==> config.mk <==
export PLATFORM = sky130hd
export DESIGN_NAME = oid_subidentifier_decoder_unit_flat
export DESIGN_NICKNAME = d
export VERILOG_FILES = /design/src/rtl/oid_pkg.sv /design/src/rtl/oid_in_if.sv /design/src/rtl/oid_out_if.sv /design/src/rtl/oid_front.sv /design/src/rtl/oid_queue.sv /design/src/rtl/oid_back.sv /design/src/rtl/oid_subidentifier_decoder_unit.sv /design/src/flat_wrapper.sv
export SDC_FILE = /design/constraint.sdc
export NUM_CORES = 1
export LEC_CHECK = 0
export BUFFER_PORTS_ARGS = -buffer_cell sky130_fd_sc_hd__buf_2
export CAP_MARGIN = 15
export CORE_UTILIZATION = 60
export CTS_CLUSTER_DIAMETER = 60
export CTS_CLUSTER_SIZE = 28
export DETAILED_ROUTE_END_ITERATION = 12
export GPL_TIMING_DRIVEN = 0
export PLACE_DENSITY = 0.77
export SKIP_LAST_GASP = 1
export SLEW_MARGIN = 20
export SYNTH_ARGS = -nofsm -noshare
export SYNTH_HDL_FRONTEND = slang
export SYNTH_SLANG_ARGS = --single-unit
==> constraint.sdc <==
create_clock -name clk -period 4 [get_ports clk]
set_input_delay 0.4 -clock clk [delete_from_list [all_inputs] [get_ports clk]]
set_output_delay 0.4 -clock clk [all_outputs]
set_load 0.02 [all_outputs]
==> src/rtl/oid_pkg.sv <==
// oid_pkg: shared types and constants for the object identifier decoder
// depends on nothing; imported by oid_front, oid_queue, oid_back, the top level and oid_arc_checker
`timescale 1ns / 1ps

package oid_pkg;

  // accumulator width and output arc width
  localparam int ARC_BITS     = 32;
  localparam int ARC_OUT_BITS = 32;

  // octet layout
  localparam int GROUP_BITS = 7;

  // first subidentifier split points
  localparam int FIRST_SPLIT_MAX = 79;
  localparam int FIRST_SPLIT_TOP = 80;
  localparam int FIRST_DIVISOR   = 40;

  // task queue geometry
  localparam int QUEUE_DEPTH = 4;
  localparam int QUEUE_PTR_W = $clog2(QUEUE_DEPTH);
  localparam int QUEUE_CNT_W = $clog2(QUEUE_DEPTH + 1);

  // status codes
  localparam logic [1:0] ST_OK       = 2'd0;
  localparam logic [1:0] ST_OVERFLOW = 2'd1;
  localparam logic [1:0] ST_TRUNC    = 2'd2;

  // one queued task: one arc, or the two arcs of a first subidentifier
  typedef struct packed {
    logic                    two_arcs;
    logic [ARC_OUT_BITS-1:0] arc0;
    logic [ARC_OUT_BITS-1:0] arc1;
    logic                    last;
    logic [1:0]              status;
  } oid_task_t;

  // push side of the task queue
  typedef struct packed {
    logic      valid;
    oid_task_t data;
  } oid_push_t;

  // pop side of the task queue
  typedef struct packed {
    logic      valid;
    oid_task_t data;
  } oid_head_t;

endpackage

==> src/rtl/oid_in_if.sv <==
// oid_in_if: input channel carrying one content octet per request
// depends on nothing
`timescale 1ns / 1ps

interface oid_in_if;
  logic       valid;
  logic       ready;
  logic [7:0] content_byte;
  logic       end_of_content;

  modport source (output valid, output content_byte, output end_of_content, input ready);
  modport sink (input valid, input content_byte, input end_of_content, output ready);
endinterface

==> src/rtl/oid_out_if.sv <==
// oid_out_if: output channel carrying one decoded arc per request
// depends on nothing
`timescale 1ns / 1ps

interface oid_out_if;
  logic        valid;
  logic        ready;
  logic [31:0] arc_value;
  logic        last_arc;
  logic [1:0]  status;

  modport source (output valid, output arc_value, output last_arc, output status, input ready);
  modport sink (input valid, input arc_value, input last_arc, input status, output ready);
endinterface

==> src/rtl/oid_front.sv <==
// oid_front: accepts octets, accumulates base-128 groups, classifies arcs
// depends on oid_pkg and oid_in_if; pushes tasks into oid_queue
`timescale 1ns / 1ps

module oid_front (
  input  logic              clk,
  input  logic              rst,
  oid_in_if.sink            octets,
  input  logic              queue_full,
  output oid_pkg::oid_push_t push
);
  import oid_pkg::*;

  logic [ARC_BITS-1:0] acc;
  logic                first_pending;
  logic                overflow_seen;

  logic [ARC_BITS-1:0] acc_next;
  logic                ovf_next;
  logic                more;
  logic                accept;
  logic                ends_sub;
  logic [ARC_OUT_BITS-1:0] acc_out;
  oid_task_t           task_d;

  assign octets.ready = !queue_full;
  assign accept       = octets.valid && octets.ready;
  assign more         = octets.content_byte[GROUP_BITS];
  assign ends_sub     = !more;

  // shift in the next group, saturating once the top group bits are used
  always_comb begin
    ovf_next = overflow_seen || (|acc[ARC_BITS-1 -: GROUP_BITS]);
    if (ovf_next) begin
      acc_next = '1;
    end else begin
      acc_next = {acc[ARC_BITS-GROUP_BITS-1:0], octets.content_byte[GROUP_BITS-1:0]};
    end
    acc_out = ARC_OUT_BITS'(acc_next);
  end

  // build the task for this octet
  always_comb begin
    task_d.two_arcs = 1'b0;
    task_d.arc0     = acc_out;
    task_d.arc1     = '0;
    task_d.last     = octets.end_of_content;
    task_d.status   = ovf_next ? ST_OVERFLOW : ST_OK;
    if (more) begin
      task_d.status = ST_TRUNC;
    end else if (first_pending) begin
      task_d.two_arcs = 1'b1;
      if (ovf_next) begin
        task_d.arc0 = ARC_OUT_BITS'(2);
        task_d.arc1 = acc_out;
      end else if (acc_next > ARC_BITS'(FIRST_SPLIT_MAX)) begin
        task_d.arc0 = ARC_OUT_BITS'(2);
        task_d.arc1 = ARC_OUT_BITS'(acc_next - ARC_BITS'(FIRST_SPLIT_TOP));
      end else if (acc_next >= ARC_BITS'(FIRST_DIVISOR)) begin
        task_d.arc0 = ARC_OUT_BITS'(1);
        task_d.arc1 = ARC_OUT_BITS'(acc_next - ARC_BITS'(FIRST_DIVISOR));
      end else begin
        task_d.arc0 = '0;
        task_d.arc1 = acc_out;
      end
    end
  end

  // a task goes out when a subidentifier ends or the content is cut short
  always_comb begin
    push.valid = accept && (ends_sub || octets.end_of_content);
    push.data  = task_d;
  end

  // decoder state
  always_ff @(posedge clk) begin
    if (rst) begin
      acc           <= '0;
      first_pending <= 1'b1;
      overflow_seen <= 1'b0;
    end else if (accept) begin
      if (more && !octets.end_of_content) begin
        acc           <= acc_next;
        overflow_seen <= ovf_next;
      end else begin
        acc           <= '0;
        overflow_seen <= 1'b0;
        if (octets.end_of_content) begin
          first_pending <= 1'b1;
        end else begin
          first_pending <= 1'b0;
        end
      end
    end
  end

endmodule

==> src/rtl/oid_queue.sv <==
// oid_queue: short task queue between the front and back parts
// depends on oid_pkg
`timescale 1ns / 1ps

module oid_queue (
  input  logic               clk,
  input  logic               rst,
  input  oid_pkg::oid_push_t push,
  input  logic               pop,
  output logic               full,
  output oid_pkg::oid_head_t head
);
  import oid_pkg::*;

  oid_task_t              slots [QUEUE_DEPTH];
  logic [QUEUE_PTR_W-1:0] wr_ptr;
  logic [QUEUE_PTR_W-1:0] rd_ptr;
  logic [QUEUE_CNT_W-1:0] count;
  logic                   do_push;
  logic                   do_pop;

  assign full       = (count == QUEUE_CNT_W'(QUEUE_DEPTH));
  assign head.valid = (count != '0);
  assign head.data  = slots[rd_ptr];
  assign do_push    = push.valid && !full;
  assign do_pop     = pop && head.valid;

  // storage
  always_ff @(posedge clk) begin
    if (do_push) begin
      slots[wr_ptr] <= push.data;
    end
  end

  // pointers and fill count
  always_ff @(posedge clk) begin
    if (rst) begin
      wr_ptr <= '0;
      rd_ptr <= '0;
      count  <= '0;
    end else begin
      if (do_push) begin
        wr_ptr <= wr_ptr + 1'b1;
      end
      if (do_pop) begin
        rd_ptr <= rd_ptr + 1'b1;
      end
      if (do_push && !do_pop) begin
        count <= count + 1'b1;
      end else if (do_pop && !do_push) begin
        count <= count - 1'b1;
      end
    end
  end

endmodule

==> src/rtl/oid_back.sv <==
// oid_back: drains tasks and presents one arc per request on the output
// depends on oid_pkg and oid_out_if; pops tasks from oid_queue
`timescale 1ns / 1ps

module oid_back (
  input  logic               clk,
  input  logic               rst,
  input  oid_pkg::oid_head_t head,
  output logic               pop,
  oid_out_if.source          arcs
);
  import oid_pkg::*;

  logic                    out_valid;
  logic [ARC_OUT_BITS-1:0] arc_value;
  logic                    last_arc;
  logic [1:0]              status;

  logic                    hold_valid;
  logic [ARC_OUT_BITS-1:0] hold_arc;
  logic                    hold_last;
  logic [1:0]              hold_status;

  logic                    load;

  assign arcs.valid     = out_valid;
  assign arcs.arc_value = arc_value;
  assign arcs.last_arc  = last_arc;
  assign arcs.status    = status;

  assign load = !out_valid || arcs.ready;
  assign pop  = load && !hold_valid && head.valid;

  // output register control
  always_ff @(posedge clk) begin
    if (rst) begin
      out_valid  <= 1'b0;
      hold_valid <= 1'b0;
    end else if (load) begin
      if (hold_valid) begin
        out_valid  <= 1'b1;
        hold_valid <= 1'b0;
      end else begin
        out_valid  <= head.valid;
        hold_valid <= head.valid && head.data.two_arcs;
      end
    end
  end

  // output and second-arc payload
  always_ff @(posedge clk) begin
    if (load) begin
      if (hold_valid) begin
        arc_value <= hold_arc;
        last_arc  <= hold_last;
        status    <= hold_status;
      end else begin
        arc_value   <= head.data.arc0;
        last_arc    <= head.data.two_arcs ? 1'b0 : head.data.last;
        status      <= head.data.status;
        hold_arc    <= head.data.arc1;
        hold_last   <= head.data.last;
        hold_status <= head.data.status;
      end
    end
  end

endmodule

==> src/rtl/oid_subidentifier_decoder_unit.sv <==
// oid_subidentifier_decoder_unit: top level of the object identifier decoder
// depends on oid_pkg, oid_in_if, oid_out_if, oid_front, oid_queue, oid_back
`timescale 1ns / 1ps

// Decodes BER/DER object identifier content octets, one octet per request on
// octets, into arcs, one arc per request on arcs. An octet is taken every
// cycle while the four-entry task queue has room; an arc leaves every cycle
// the sink is ready and an arc waits. A subidentifier yields one arc, except
// the first of an identifier, which yields two in turn, so the output port
// sets the sustained rate. An octet that ends a subidentifier is written to
// the queue on the edge that accepts it; its first arc then goes from the
// queue head into the output register. Arcs above 32 bits saturate with
// status overflow; content that ends mid-subidentifier gives one arc with
// status truncated and last_arc set.

module oid_subidentifier_decoder_unit (
  input  logic      clk,
  input  logic      rst,
  oid_in_if.sink    octets,
  oid_out_if.source arcs
);
  import oid_pkg::*;

  oid_push_t push;
  oid_head_t head;
  logic      queue_full;
  logic      pop;

  // accumulate and classify
  oid_front u_front (
    .clk        (clk),
    .rst        (rst),
    .octets     (octets),
    .queue_full (queue_full),
    .push       (push)
  );

  // decouple front and back
  oid_queue u_queue (
    .clk  (clk),
    .rst  (rst),
    .push (push),
    .pop  (pop),
    .full (queue_full),
    .head (head)
  );

  // emit arcs
  oid_back u_back (
    .clk  (clk),
    .rst  (rst),
    .head (head),
    .pop  (pop),
    .arcs (arcs)
  );

endmodule

==> src/flat_wrapper.sv <==
// flat-port wrapper written by rule: the top's interface ports become plain ports
module oid_subidentifier_decoder_unit_flat import oid_pkg::*;
  (clk, rst, octets_valid, octets_content_byte, octets_end_of_content, octets_ready, arcs_valid, arcs_arc_value, arcs_last_arc, arcs_status, arcs_ready);
  oid_in_if octets_i ();
  oid_out_if arcs_i ();
  input  logic clk;
  input  logic rst;
  input wire logic [$bits(octets_i.valid)-1:0] octets_valid;
  input wire logic [$bits(octets_i.content_byte)-1:0] octets_content_byte;
  input wire logic [$bits(octets_i.end_of_content)-1:0] octets_end_of_content;
  output wire logic [$bits(octets_i.ready)-1:0] octets_ready;
  output wire logic [$bits(arcs_i.valid)-1:0] arcs_valid;
  output wire logic [$bits(arcs_i.arc_value)-1:0] arcs_arc_value;
  output wire logic [$bits(arcs_i.last_arc)-1:0] arcs_last_arc;
  output wire logic [$bits(arcs_i.status)-1:0] arcs_status;
  input wire logic [$bits(arcs_i.ready)-1:0] arcs_ready;
  assign octets_i.valid = octets_valid;
  assign octets_i.content_byte = octets_content_byte;
  assign octets_i.end_of_content = octets_end_of_content;
  assign octets_ready = octets_i.ready;
  assign arcs_valid = arcs_i.valid;
  assign arcs_arc_value = arcs_i.arc_value;
  assign arcs_last_arc = arcs_i.last_arc;
  assign arcs_status = arcs_i.status;
  assign arcs_i.ready = arcs_ready;
  oid_subidentifier_decoder_unit u_core (.clk(clk), .rst(rst), .octets(octets_i), .arcs(arcs_i));
endmodule
# Yosys cells after proc, flatten, opt, wreduce, memory -nomap -nowiden
# Memory sizes are Yosys's and may differ from the RTL's. A register that Yosys moved wholly into a read port is not among the register bits.
# Cells that the tools add are included.
# word_totals
reg_bits,111
ramBits,272
output_inout_bits,37
wordCells,72
memories,1
# op_classes
n_addsub,6
n_lt_le_gt_ge,2
n_eq_ne,1
n_mux,22
bitwise,2
reduce_logical,25
# memory_table
name,words,width,rd,rd_clocked_by_memory_dff,wr,line_no,text
u_core.u_queue.slots,4,68,1,1,1,oid_queue.sv:15,oid_task_t slots [QUEUE_DEPTH];
# op_table
op,count
two-way mux 65 bit,2
two-way mux 32 bit,3
two-way mux 34 bit,2
two-way mux 33 bit,1
"greater-or-equal comparator 32 x 6 -> 1 bit, second input constant",1
"> comparator 32 x 7 -> 1 bit, second input constant",1
"subtractor 32 x 6 -> 32 bit, second input constant",1
"subtractor 32 x 7 -> 32 bit, second input constant",1
logical AND 1 bit,10
two-way mux 1 bit,9
logical NOT 1 bit,7
OR reduction 7 bit,1
two-way mux 2 bit,3
two-way mux 3 bit,2
"adder 2 x 1 -> 2 bit, second input constant",2
AND reduction 2 bit,2
"adder 3 x 1 -> 3 bit, second input constant",1
"== test 3 bit, second input constant",1
logical OR 1 bit,3
nonzero test 3 bit,1
"subtractor 3 x 1 -> 3 bit, second input constant",1
inverter 1 bit,2
nonzero test 2 bit,1

# Logic depth before layout (Yosys ltp)
# logic_depth
word_depth,9
depth_mapped,10
ltp_nobuf,10

# By module
# Synthesis repeated with hierarchy kept, for this count alone.
# unflattened
hier_cells,921
area_unflattened_um2,15429.8
# modules_own_cells
module,instances,cells_each,area_each_um2,seq_area_each_um2
oid_queue,1,404,10294.9,8348.0
oid_front,1,398,2572.5,680.7
oid_back,1,119,2562.5,2082.0

# Worst setup path before layout
# No wires, ideal clock.
# synth_timing
path_type,register -> register
start,reg u_core.u_queue.count[0]
end,"mem u_core.u_queue.slots[1][0] in the netlist's numbering, enable pin"
setup_time_ps,433
arrival_ps,2901
required_ps,3567
path_slack_ps,666
stages_incl_launch_ff,6
n_path_buf,0
period_less_slack_ps,3334
path_cell_list,dfxtp_1 > nor2_1 > nand2_1 > nand2_1 > a21oi_1 > and2_1
# synth_between
elab_chain_len,7
# synth_rtl
item,line_no,text
start: declaration,oid_queue.sv:18,logic [QUEUE_CNT_W-1:0] count;
start signal: assignment,oid_queue.sv:49,count <= count + 1'b1;
start signal: assignment,oid_queue.sv:51,count <= count - 1'b1;
== test 3 bit (*),oid_queue.sv:22,assign full = (count == QUEUE_CNT_W'(QUEUE_DEPTH));
logical NOT 1 bit (*),oid_front.sv:26,assign octets.ready = !queue_full;
via octets_ready,flat_wrapper.sv:11,output wire logic [$bits(octets_i.ready)-1:0] octets_ready;
logical AND 1 bit,oid_front.sv:27,assign accept = octets.valid && octets.ready;
logical AND 1 bit,oid_front.sv:71,push.valid = accept && (ends_sub || octets.end_of_content);
logical AND 1 bit (*),oid_queue.sv:25,assign do_push = push.valid && !full;
via u_core.u_queue.do_push,oid_queue.sv:19,logic do_push;
two-way mux 1 bit (*),oid_queue.sv:30,if (do_push) begin
two-way mux 1 bit (implied by the code) (*),oid_queue.sv:31,slots[wr_ptr] <= push.data;
end: declaration,oid_queue.sv:15,
# The timed path passes the listed nets; every way through them passes the cells marked *.

# Worst setup path in the final report
# layout_timing
start,reg u_core.u_queue.count[1]
end,reg u_core.u_queue.count[2]
# layout_between
elab_chain_len,8
elab_cells_between_ends,17
cone_classes,add/sub (2); eq/ne (1); mux (2); reduce/logical (12)
# layout_rtl
item,line_no,text
== test 3 bit (*),oid_queue.sv:22,
logical NOT 1 bit (*),"oid_front.sv:26, oid_queue.sv:25",
logical AND 1 bit,oid_front.sv:27,
logical AND 1 bit,oid_front.sv:71,
logical AND 1 bit (*),oid_queue.sv:25,
via u_core.u_queue.do_push,oid_queue.sv:19,
logical NOT 1 bit,oid_queue.sv:50,end else if (do_pop && !do_push) begin
logical AND 1 bit,oid_queue.sv:50,
nonzero test 2 bit (no line),--,
# The timed path passes the listed nets; every way through them passes the cells marked *. The select of a mux whose other input is x is not followed.
# A chain may end at the register's enable or synchronous reset.

==> metrics <==
status finished, final reports clean; largest net degree at the start of global routing 39; critical-path cell list nor2_1 > nand2_1 > nand2_1 > a21oi_1 > ha_1 > inv_1 > fa_1 > xor2_1 > or3_1 > a21oi_1; hold_ws 123 ps; drt drc 0; Area growth syn-to-layout 10.4%; max-slew violation count 0; antenna cells 0; largest area contributor in the netlist edfxtp_1; Post-Syn Area per Cell 17.0 sq um; CTS tree built; clock slew at reported path FFs 90 ps; Worst path max stage delay 720 ps; Die ar. 25,800 sq um; final setup fails 0; CTS sink count 385; worst slew pin tran 1030 ps; critical path peak fanout 10; per-cell routed wire length 22.6 microns; chip width 161 microns; DRT iter0 DRCs 760; min Tclk post-route 2990 ps; commonest cells in the netlist edfxtp_1 (340), nor2_1 (89), mux4_2 (68); mux cell area share after synthesis 12.7%; share of cells above drive strength 1 21.9%; Synth Flop Type edfxtp_1; Top Usage Layer GRT met2; GRT Util Overall 23.6%; DP HPWL 18,900 microns; CTS resizes 0; WL final 29,400 microns; IO Port Bufs 46; sequential area share after synthesis 73.6%; startpoint types flip-flop; Final ANT Viol Nets 0; crit path kind flip-flop to flip-flop; RSZ-0062 raised after global routing false; CP arrival 3450 ps; total gr overflow 0; dpl cells 1,263; vias per inst 6.09; CTS Root Cell clkbuf_16; Unique masters post-synth 49; first-pass GRT wire length 45,600 microns; initial core utilization 61.6%; largest family of logic cells by synthesized area multiplexers; setup TNS 0 ps; fin crit share 74.7%; top cells by area, synth edfxtp_1 (68%), mux4_2 (10%), dfxtp_1 (6.0%), mux2_2 (2.4%), nor2_1 (2.2%); register bit count reported by yosys 385; nets 982; Core ar. 24,500 sq um; top cell type's share of synthesized area 67.6%; Compound-Gate Fraction of Synth Area 3.98%; CP Buf/Inv Count 1; Post-CTS Setup Bufs 0; final setup skew 27.3 ps; max_cap viols 0; Die H 161 microns; Worst path top cell family by delay compound AO/OA/AOI/OAI gates; Slowest cell on crit path a21oi_1; vias in the first global route 7,884; via count 7,934; row count 57; fraction of registers with async set/reset 0%; global-route met2 utilization 38.5%; YS warnings 0; simple-gate share of the synthesized area 6.21%; Max Fclk 335 MHz; Hold WC Path Type primary input to flip-flop; GR Util met1 34.2%; Worst Path Required 4460 ps; Crit. End Element flip-flop; number of buffers created by CTS 22; Post-synth EDFFs 340; clock insertion delay at the later pin of the skew report 550 ps; GPL Wtd Cong 0.896; leak pwr 0.00549 uW; most frequent cell after synthesis edfxtp_1; Synth Cell Area 15,100 sq um; initial antenna violation count 0; Syn Nets 906; Clock Tree Buf Depth 3; final hold vios 0; adder-cell area share of the yosys netlist 0.547%; PwrDens 609 nW/um^2; worst relative slew slack 31.2%; met3 GRT Util 2.87%; Worst VDD drop 0.466 mV; io pins 50; post-synthesis cell count 887; First-pass DRT Iterations 5; Hold Buf Count CTS 0; # H-tree levels 1; Synth Area in XOR/XNOR 1.33%; non-filler cells, final 1,302
-- registers in the layout, summed over array words and instances, names as in the netlist, 2 cells and up, named ones only --
register	count
u_core.u_back.arcs.arc_value	32
u_core.u_queue.slots	272
u_core.u_queue.wr_ptr	2
u_core.u_queue.rd_ptr	2
u_core.u_back.hold_arc	32
u_core.u_back.hold_status	2
u_core.u_front.acc	32
u_core.u_queue.count	3
-- power breakdown --
part / total [uW] / internal, uW / switching (uW)
sequential: 5310 / 5150 / 158
combinational: 2280 / 957 / 1320
clock: 2560 / 1190 / 1370
total: 10100 / 7300 / 2840
-- layout by cell type (no fill, tap or decap), drive strengths merged, types with 2 or more instances in the layout --
cell	instances
mux2	32
nor3b	2
clkinv	7
buf	66
xnor2	5
dfxtp	45
nand2	48
and2	6
nand3b	2
a31oi	7
nand3	10
nand4b	3
nor4	7
o21ai	40
mux2i	3
or4	4
nor3	6
nand4	4
clkbuf	63
xor2	18
clkinvlp	3
or3	4
edfxtp	340
nor2	89
mux4	68
nand2b	2
inv	15
ha	5
a21oi	60
-- worst paths after layout --
path | from | to | slack, ps | cells past startpoint
setup / recovery | u_core.u_queue.count[1] | u_core.u_queue.count[2] | 1010 | 10
hold / removal | octets_end_of_content | u_core.u_queue.slots[2][2] | 120 | 1
setup reg to reg | u_core.u_queue.count[1] | u_core.u_queue.count[2] | 1010 | 10
hold reg to reg | u_core.u_front.acc[28] | u_core.u_front.acc[28] | 480 | 2
-- area by class of cell --
cell class	instances	area [sq um]
Fill cell	1662	7870
Timing Repair Buffer	52	358
Tap cell	324	405
Clock buffer	23	576
Sequential cell	385	11100
Clock inverter	16	209
Buffer	54	210
Inverter	10	37.5
Multi-Input combinational cell	438	3760
-- kinds of logic after synthesis --
| kind of cell | after synthesis |
|---|---|
| flip-flops | 385 |
| AO/OA/AOI/OAI | 114 |
| adder cells (fa/ha/maj) | 6 |
| buffers and inverters | 64 |
| multiplexers | 103 |
| XOR/XNOR | 23 |
| AND/OR/NAND/NOR | 192 |
-- worst register-to-register path, delay by kind of cell, from the launching register on --
family | cells | cell delay [ps]
XOR/XNOR | 1 | 160
AO/OA/AOI/OAI | 2 | 880
adder cells (fa/ha/maj) | 2 | 700
buffers and inverters | 1 | 60
flip-flops | 1 | 400
AND/OR/NAND/NOR | 4 | 700
-- metrics by stage --
step                cell area (sq um)  util [%]  worst slack, ps  power, uW
global placement                15700      64.1             -748       7620
global route                    16700      67.9              774      10600
CTS                             16700      67.9              989      10200
floorplan                       15100         -              666       6980
detailed placement              15900      64.7             1040       7700
finish                          16700      67.9             1010      10100
-- metal layers --
layer  vias up  routed length (microns)
li1       3579                        -
met1      4043                    12300
met2       272                    14600
met3        40                     1980
met4         0                      570
met5         -                        0
Power figures use the tool's default switching activity.
